==> src/rtl/core/lodc_fifo.sv <==
// ----------------------------------------------------------------------------
// lodc_fifo
// Small register queue with an occupancy count; depth is a power of two.
// ----------------------------------------------------------------------------
module lodc_fifo #(
  parameter int WIDTH = 8,
  parameter int DEPTH = 4,
  localparam int AW    = $clog2(DEPTH),
  localparam int CNT_W = $clog2(DEPTH + 1)
) (
  input  logic             clk,
  input  logic             rst,
  input  logic             wr_en,
  input  logic [WIDTH-1:0] wr_data,
  input  logic             rd_en,
  output logic [WIDTH-1:0] rd_data,
  output logic             empty,
  output logic [CNT_W-1:0] count
);

  logic [WIDTH-1:0] mem [DEPTH];
  logic [AW-1:0]    wr_ptr;
  logic [AW-1:0]    rd_ptr;

  always_ff @(posedge clk) begin
    if (rst) begin
      wr_ptr <= '0;
      rd_ptr <= '0;
      count  <= '0;
    end else begin
      if (wr_en) begin
        wr_ptr <= wr_ptr + AW'(1);
      end
      if (rd_en) begin
        rd_ptr <= rd_ptr + AW'(1);
      end
      count <= count + CNT_W'(wr_en) - CNT_W'(rd_en);
    end
  end

  always_ff @(posedge clk) begin
    if (wr_en) begin
      mem[wr_ptr] <= wr_data;
    end
  end

  assign rd_data = mem[rd_ptr];
  assign empty   = (count == '0);

endmodule

==> config.mk <==
export PLATFORM = sky130hd
export DESIGN_NAME = lodc_fifo
export DESIGN_NICKNAME = d
export VERILOG_FILES = /design/src/rtl/core/lodc_fifo.sv
export SDC_FILE = /design/constraint.sdc
export NUM_CORES = 1
export LEC_CHECK = 0
export BUFFER_PORTS_ARGS = -buffer_cell sky130_fd_sc_hd__buf_2
export CAP_MARGIN = 30
export CELL_PAD_IN_SITES_DETAIL_PLACEMENT = 0
export CELL_PAD_IN_SITES_GLOBAL_PLACEMENT = 1
export CORE_MARGIN = 10
export CORE_UTILIZATION = 40
export CTS_CLUSTER_SIZE = 28
export DETAILED_ROUTE_END_ITERATION = 10
export GPL_TIMING_DRIVEN = 1
export PLACE_DENSITY = 0.72
export SYNTH_ARGS = -nofsm -noshare
export SYNTH_HDL_FRONTEND = slang
export SYNTH_SLANG_ARGS = --single-unit
==> constraint.sdc <==
create_clock -name clk -period 3.8 [get_ports clk]
set_clock_uncertainty 0.15 [all_clocks]
set_input_delay 0.38 -clock clk [delete_from_list [all_inputs] [get_ports clk]]
set_output_delay 0.38 -clock clk [all_outputs]
set_load 0.02 [all_outputs]
; Word-level counts from Yosys, hierarchy flattened
; Memories as Yosys holds them, arrays and structs flattened. A register that Yosys moved wholly into a read port is not among the register bits.
; Cells that the tools add are included.
[totals]
register_bits = 7
latch_bits = 0
ramBits = 32
rom_bits = 0
memories = 1
[memory_table]
columns = memory, depth, width, read_ports, rd_clocked_by_memory_dff, wr, line
row1 = mem, 4, 8, 1, 1, 1, 21  ; logic [WIDTH-1:0] mem [DEPTH];
[classes]
add_sub_neg = 4
multipliers = 0
div_mod_pow = 0
order_cmp = 0
n_eq_ne = 0
n_shift = 0
muxes = 4
bitwise_logic = 0
reduce_logical = 1
[ops]
columns = cell, n
row1 = 2-bit by 1-bit adder with 2-bit output (second input constant), 2
row2 = 2-bit two-way mux, 2
row3 = 3-bit by 1-bit adder with 3-bit output, 1
row4 = 3-bit logical NOT, 1
row5 = 3-bit by 1-bit subtractor with 3-bit output, 1
row6 = 1-bit two-way mux, 2

; Longest topological paths before layout
; Gate-level depths: netlist of the first run.
[depth]
ltp_word = 3
ltp_mapped = 7
depth_no_buf = 7

; Worst setup path after synthesis of the first run
; Ideal clock, no wire load.
[synth_timing]
kind = reg2reg
startpoint = register count[0]
endpoint = register count[2]
setup_time_ns = 0.064
t_arrival_ns = 1.763
required_ns = 3.586
slack_ns = 1.822
stages_incl_launch_ff = 8
n_path_buf = 0
synth_period_minus_slack_ns = 1.978
path_cell_list = dfxtp_1 -> inv_1 -> ha_1 -> inv_1 -> ha_1 -> fa_1 -> xor3_1 -> nor2_1
[synth_between]
elab_chain_len = 2
[synth_lines]
columns = item, line
row1 = from (decl), 18  ; output logic [CNT_W-1:0] count
row2 = from (signal assigned), 37  ; count <= count + CNT_W'(wr_en) - CNT_W'(rd_en);
row3 = 3-bit by 1-bit adder with 3-bit output, 37
row4 = 3-bit by 1-bit subtractor with 3-bit output, 37
; No other way between the ends.
; A chain may end at the register's enable or synchronous reset.

==> reports/results.txt, run 1 <==
gp weighted congestion: 0.666
CTS Buf Count: 5
die area: 6900 sq um
Slew HR: 63.9%
final core occ: 49.7%
first-pass GRT wire length: 4400 um
fill cell instance count of the final layout: 353
CTS tree: yes
layout net count: 130
HP Class: in2reg
Post-CTS Resized: 0
Worst-path clk slew: 0.07 ns
DRC Markers: 0
Worst Max-Slew Pin Slew: 0.541 ns
switching share of total power: 23.8%
Final Hold Fails: 0
Clk Latency, worst-skew pair: 0.29 ns
count leader, synth: edfxtp_1
Distinct cells, synth: 18
DRT Pass-1 Iters: 4
Post-Route WL: 2550 um
post-synth top area share: 60.4%
Syn Nets: 102
max_cap viols: 0
Startpoint Class: register
Inserted Diodes: 0
min Tclk post-route: 2.25 ns
DR vias/cell: 4.79
M2 GR Usage: 13.5%
CTS sink count: 41
slowest cell delay on critical path: 0.66 ns
Post-synth EDFFs: 32
Post-DP HPWL: 1820 um
Primary FF master, synth: edfxtp_1
Core ar.: 3740 sq um
FP Rows: 22
H-tree depth reported by CTS: 2
WS Path Type: reg2out
Crit Path Max Fanout: 8
Setup-failing EPs final: 0
leak pwr: 0.688 nW
Setup WS pre-CTS: 1.73 ns
WL per Instance: 15.9 um
vias in the first global route: 888
Max Clk Rate: 444 MHz
met3 GRT Util: 2.83%
1st-iter DRT viols: 40
Mapped Cells: 83
main area contributors after synthesis: edfxtp_1 (60%), dfxtp_1 (11%), mux4_2 (11%)
routed vias: 766
Fin Setup TNS: 0 ns
Post-CTS Setup Bufs: 0
cts hold-fix bufs: 0
GRT Resource Usage Total: 8.00%
Post-Syn Area: 1590 sq um
sequential share of power: 52.3%
Yosys top cell by area: edfxtp_1
Internal: 0.000782 W
Worst setup EP type: output port
combinational share of power: 15.2%
initial antenna violation count: 0
IO Count: 24
switching pwr: 0.000244 W
die height: 83.1 um
critical path data arrival time: 1.72 ns
Overflow after GRT: 0
yosys warns: 0
antenna-violating nets left: 0
Req. time, crit path: 3.27 ns
clock root buffer: clkbuf_8
worst path cell trace: mux4_2 > buf_2
Die X: 83.1 um
status: finished clean
Synth async-reset ratio: 0%
largest net degree at the start of global routing: 14
Peak VDD IR: 241 uV
final period utilization: 59.2%
Initial Utilization: 42.5%
Crit-path slowest cell: dfxtp_1
power share of the clock group: 32.4%
synth cell count leaders: edfxtp_1 (32), dfxtp_1 (9), mux4_2 (8), ha_1 (6), inv_1 (6)
grt met1 use: 8.78%
setup slack after layout: 1.55 ns
P&R area growth vs syn: 16.9%
max-slew violations: 0
share of layout cells above drive strength 1: 34.8%
synthesized area per cell: 19.2 sq um
CTS Buffer Depth: 2
register area share after synthesis: 71.8%
global route hottest layer: met2
Worst R2R Setup Slack: 1.87 ns
final hold slack: 0.152 ns
Synth Register Bits: 41
PwrDens: 552 nW/um^2
port bufs: 23
Post-Layout Cell Count: 160
RSZ-0062 raised after global routing: no
Placed Cells: 152
[layout make-up]
class | count | area, sq um | area share (%)
clock inverters | 3 | 41.3 | 2.22
well taps | 48 | 60.1 | 3.23
clock buffers | 5 | 68.8 | 3.70
flip-flops and latches | 41 | 1140 | 61.4
repair buffers | 23 | 115 | 6.19
inverters | 6 | 22.5 | 1.21
multi-input cells | 34 | 410 | 22.1
[registers in the layout, summed over array words and instances, names as in the netlist, named ones only]
signal	cells
count	3
rd_ptr	2
mem	32
wr_ptr	2
[worst max-delay path: cells and delay by family (launching register included)]
kind / cells / cell delay [ns]
buffers and inverters: 1 / 0.18
muxes: 1 / 0.59
DFF: 1 / 0.66
[layout by cell type, fill, tap and decap left out, drive strengths merged]
cell type  count
bufinv         1
a21bo          1
ha             6
dfxtp          9
clkinvlp       1
nand3b         1
nor3           1
inv            6
a21oi          1
clkbuf         5
and2           4
xor3           1
nor2           5
buf           23
nor2b          2
clkinv         1
xnor2          2
edfxtp        32
mux4           8
fa             1
mux2i          1
[logic make-up after synthesis]
family / Yosys count / share of synthesized area [%]
flip-flops: 41 / 71.8
AO/OA/AOI/OAI: 2 / 0.944
multiplexers: 9 / 12.0
adder cells (fa/ha/maj): 7 / 5.98
XOR/XNOR: 3 / 2.60
buffers and inverters: 8 / 2.44
AND/OR/NAND/NOR: 13 / 4.33
[path summary, 6_finish.rpt]
check                                         endpoint  cells after the start                    from
worst max-delay path                        rd_data[6]                      2                register
worst max register to register     count[2]$_SDFF_PP0_                      7     count[0]$_SDFF_PP0_
worst min register to register  rd_ptr[1]$_SDFFE_PP0P_                      2  rd_ptr[1]$_SDFFE_PP0P_
worst min-delay path               mem[2][2]$_DFFE_PP_                      1              wr_data[2]
[per-stage QoR]
| step | cell area (sq um) | total power, W |
|---|---|---|
| after detailed placement | 1750 | 0.000708 |
| after floorplan | 1590 | 0.000654 |
| after global placement | 1750 | 0.000701 |
| after CTS | 1860 | 0.00104 |
| final | 1860 | 0.00103 |
| after global routing | 1860 | 0.00108 |
[per-layer routing]
metal / wire length [um] / up-vias
li1: - / 363
met4: 31 / 0
met3: 90 / 5
met1: 1130 / 382
met5: 0 / -
met2: 1300 / 16
[power by group through the flow]
stage	Combinational (W)	Clock, W	Sequential, W
global placement	0.000155	0	0.000545
global route	0.000174	0.000362	0.000541
CTS	0.000161	0.000343	0.000538
finish	0.000156	0.000333	0.000537
detailed placement	0.000160	0	0.000548
floorplan	0.000106	0	0.000548
(Power assumes the default switching activity.)
==> inputs of run 2 (changes only) <==
--- a/config.mk
+++ b/config.mk
@@ -5,6 +5,7 @@
 export SDC_FILE = /design/constraint.sdc
 export NUM_CORES = 1
 export LEC_CHECK = 0
+export ABC_AREA = 1
 export BUFFER_PORTS_ARGS = -buffer_cell sky130_fd_sc_hd__buf_2
 export CAP_MARGIN = 30
 export CELL_PAD_IN_SITES_DETAIL_PLACEMENT = 0
@@ -14,7 +15,7 @@
 export CTS_CLUSTER_SIZE = 28
 export DETAILED_ROUTE_END_ITERATION = 10
 export GPL_TIMING_DRIVEN = 1
-export PLACE_DENSITY = 0.72
+export PLACE_DENSITY = 0.75
 export SYNTH_ARGS = -nofsm -noshare
 export SYNTH_HDL_FRONTEND = slang
 export SYNTH_SLANG_ARGS = --single-unit
==> constraint.sdc (replaced) <==
create_clock -name clk -period 2.2 [get_ports clk]
set_clock_uncertainty 0.15 [all_clocks]
set_input_delay 0.22 -clock clk [delete_from_list [all_inputs] [get_ports clk]]
set_output_delay 0.22 -clock clk [all_outputs]
set_load 0.02 [all_outputs]
==> reports/results.txt, run 2 <==
CTS tree: yes
DR vias/cell: 4.56 (-4.8%)
switching share of total power: 27.5% (+3.7 points)
Inserted Diodes: 0 (unchanged)
Initial Utilization: 41.9% (-0.53 points)
Core ar.: 4090 sq um (+9.2%)
Largest register FFs: 32 (unchanged)
synth cell count leaders: edfxtp_1 (32), inv_1 (32), nand2_1 (24), a21oi_1 (13), o21ai_0 (10)
max_cap viols: 0 (unchanged)
die height: 85.5 um (+2.9%)
DRT Pass-1 Iters: 4 (unchanged)
Post-CTS Setup Bufs: 0 (unchanged)
largest net degree at the start of global routing: 33 (+19)
1st-iter DRT viols: 63 (+57%)
CTS Buf Count: 5 (unchanged)
share of layout cells above drive strength 1: 17.9% (-17 points)
Worst setup EP type: output port
Slew HR: 60.9% (-2.9 points)
power share of the clock group: 29.2% (-3.2 points)
main area contributors after synthesis: edfxtp_1 (56%), dfxtp_1 (11%), inv_1 (7.0%)
FP Rows: 23 (+4.5%)
routed vias: 1066 (+39%)
WL per Instance: 12.1 um (-24%)
leak pwr: 0.871 nW (+27%)
critical path data arrival time: 1.44 ns (-0.28 ns)
hold path cells: 2 (+1)
WS Path Type: reg2out
register with the most flip-flops: mem
Yosys top cell by area: edfxtp_1
GRT Resource Usage Total: 8.71% (+0.70 points)
Distinct cells, synth: 16 (-2)
Crit Path Max Fanout: 16 (+8)
biggest regs: mem: 32 flops, count: 3 flops
Worst-path clk slew: 0.08 ns (about the same)
Overflow after GRT: 0 (unchanged)
synthesized area per cell: 11.6 sq um (-40%)
CTS sink count: 41 (unchanged)
sequential share of power: 54.6% (+2.3 points)
Post-Syn Area: 1710 sq um (+7.8%)
worst path cell trace: o211ai_1 > nand2_1 > buf_2
Max Clk Rate: 551 MHz
Peak VDD IR: 353 uV (+46%)
layout net count: 202 (+55%)
Primary FF master, synth: edfxtp_1
Startpoint Class: register
Die X: 85.5 um (+2.9%)
clock root buffer: clkbuf_8
Synth Register Bits: 41 (unchanged)
slowest cell delay on critical path: 0.70 ns (+0.04 ns)
setup slack after layout: 0.386 ns (-1.16 ns)
H-tree depth reported by CTS: 2 (unchanged)
register area share after synthesis: 66.6% (-5.2 points)
worst r2r path cells: 7 (unchanged)
Crit-path slowest cell: dfxtp_1
HP Class: in2reg
Clk Latency, worst-skew pair: 0.29 ns (about the same)
Fin Setup TNS: 0 ns (unchanged)
first-pass GRT wire length: 4960 um (+13%)
Setup-failing EPs final: 0 (unchanged)
port bufs: 23 (unchanged)
Post-Route WL: 2830 um (+11%)
post-synth top area share: 56.1% (-4.4 points)
CTS Buffer Depth: 2 (unchanged)
max-slew violations: 0 (unchanged)
initial antenna violation count: 0 (unchanged)
Post-DP HPWL: 1970 um (+8.6%)
RSZ-0062 raised after global routing: no
PwrDens: 822 nW/um^2 (+49%)
combinational share of power: 16.2% (+1.0 points)
DRC Markers: 0 (unchanged)
Mapped Cells: 148 (+78%)
Final Hold Fails: 0 (unchanged)
Synth async-reset ratio: 0% (unchanged)
most frequent cells in the layout: inv_1 (32), edfxtp_1 (32), nand2_1 (24), buf_2 (23), a21oi_1 (13)
Post-synth EDFFs: 32 (unchanged)
Syn Nets: 167 (+64%)
Internal: 0.00121 W (+55%)
Setup WS pre-CTS: 0.529 ns (-1.20 ns)
Worst Max-Slew Pin Slew: 0.585 ns (+0.0441 ns)
gp weighted congestion: 0.721 (+8.3%)
antenna-violating nets left: 0 (unchanged)
die area: 7300 sq um (+5.9%)
final period utilization: 82.5%
min Tclk post-route: 1.81 ns
Post-CTS Resized: 0 (unchanged)
Req. time, crit path: 1.83 ns (-1.44 ns)
status: finished clean
IO Count: 24 (unchanged)
yosys warns: 0 (unchanged)
P&R area growth vs syn: 18.5%
vias in the first global route: 1051 (+18%)
switching pwr: 0.000459 W (+88%)
-- run 2: cell count changes in the layout (fill, tap and decap cells not counted), moves of 2 or more --
cell / delta
dlygate4sd3_1: +9
o21ai_1: +2
o21ai_0: +10
a21oi_1: +12
nand2_1: +24
nor2_1: -2
nor2b_1: -2
inv_1: +26
xnor2_1: -2
mux4_2: -8
o211ai_1: +8
and2_1: -4
-- run 2: worst paths after layout --
| check | from | to | slack [ns] |
|---|---|---|---|
| setup / recovery | register | rd_data[2] | 0.39 |
| setup reg to reg | count[0]$_SDFF_PP0_ | count[2]$_SDFF_PP0_ | 0.52 |
| hold / removal | rd_en | rd_ptr[0]$_SDFFE_PP0P_ | 0.01 |
| hold reg to reg | rd_ptr[1]$_SDFFE_PP0P_ | register | 0.33 |
-- run 2: critical path, delay by kind of cell, from the launching register on --
family	cells	cell delay, ns
flops	1	0.70
compound gates	1	0.18
buf+inv	1	0.17
simple gates	1	0.11
-- run 2: power by group through the flow --
stage	clock network (W)	registers, W	logic, W
4_1_cts	0.000507	0.000912	0.000276
2_1_floorplan	0	0.000939	0.000169
6_report	0.000487	0.000911	0.000269
5_1_grt	0.000552	0.000919	0.000310
3_5_place_dp	0	0.000930	0.000264
3_3_place_gp	0	0.000927	0.000255
-- run 2: cells by family (layout without fill, tap and decap cells) --
| kind of cell | Yosys count | count (layout) | share of synthesized area (%) |
|---|---|---|---|
| AO/OA/AOI/OAI | 34 | 34 | 11.3 |
| adder cells (fa/ha/maj) | 7 | 7 | 5.55 |
| buffers and inverters | 37 | 73 | 10.1 |
| flip-flops | 41 | 41 | 66.6 |
| AND/OR/NAND/NOR | 29 | 29 | 6.50 |
-- run 2: per-layer routing --
metal | global-route usage (%) | part of all wire (%) | vias to the layer above
li1 | - | - | 559
met1 | 10.2 | 41 | 486
met2 | 13.3 | 52 | 19
met3 | 4.02 | 5.7 | 2
met4 | 3.89 | 0.53 | 0
met5 | 0 | 0 | -
-- run 2: what timing repair did --
action / in CTS / in global routing
setup endpoints to repair: 0 / 0
endpoints found under the hold margin: 34 / 0
hold buffers: 9 / 0
-- run 2: cell type report --
| class | instances | area [sq um] |
|---|---|---|
| Timing Repair Buffer | 33 | 213 |
| Sequential cell | 41 | 1140 |
| Clock buffer | 5 | 68.8 |
| Tap cell | 50 | 62.6 |
| Inverter | 32 | 120 |
| Clock inverter | 3 | 25.0 |
| Fill cell | 377 | 2060 |
| Multi-Input combinational cell | 70 | 400 |
-- run 2: per-stage QoR --
step	hold WS, ns	power (W)	cell area (sq um)	std cells	utilization, %
finish	0.0105	0.00167	2030	234	49.7
global placement	0.263	0.00118	1850	217	45.2
CTS	0.00161	0.00170	2030	234	49.7
detailed placement	0.270	0.00119	1850	217	45.2
floorplan	0.141	0.00111	1710	148	-
global route	0.0164	0.00178	2030	234	49.7
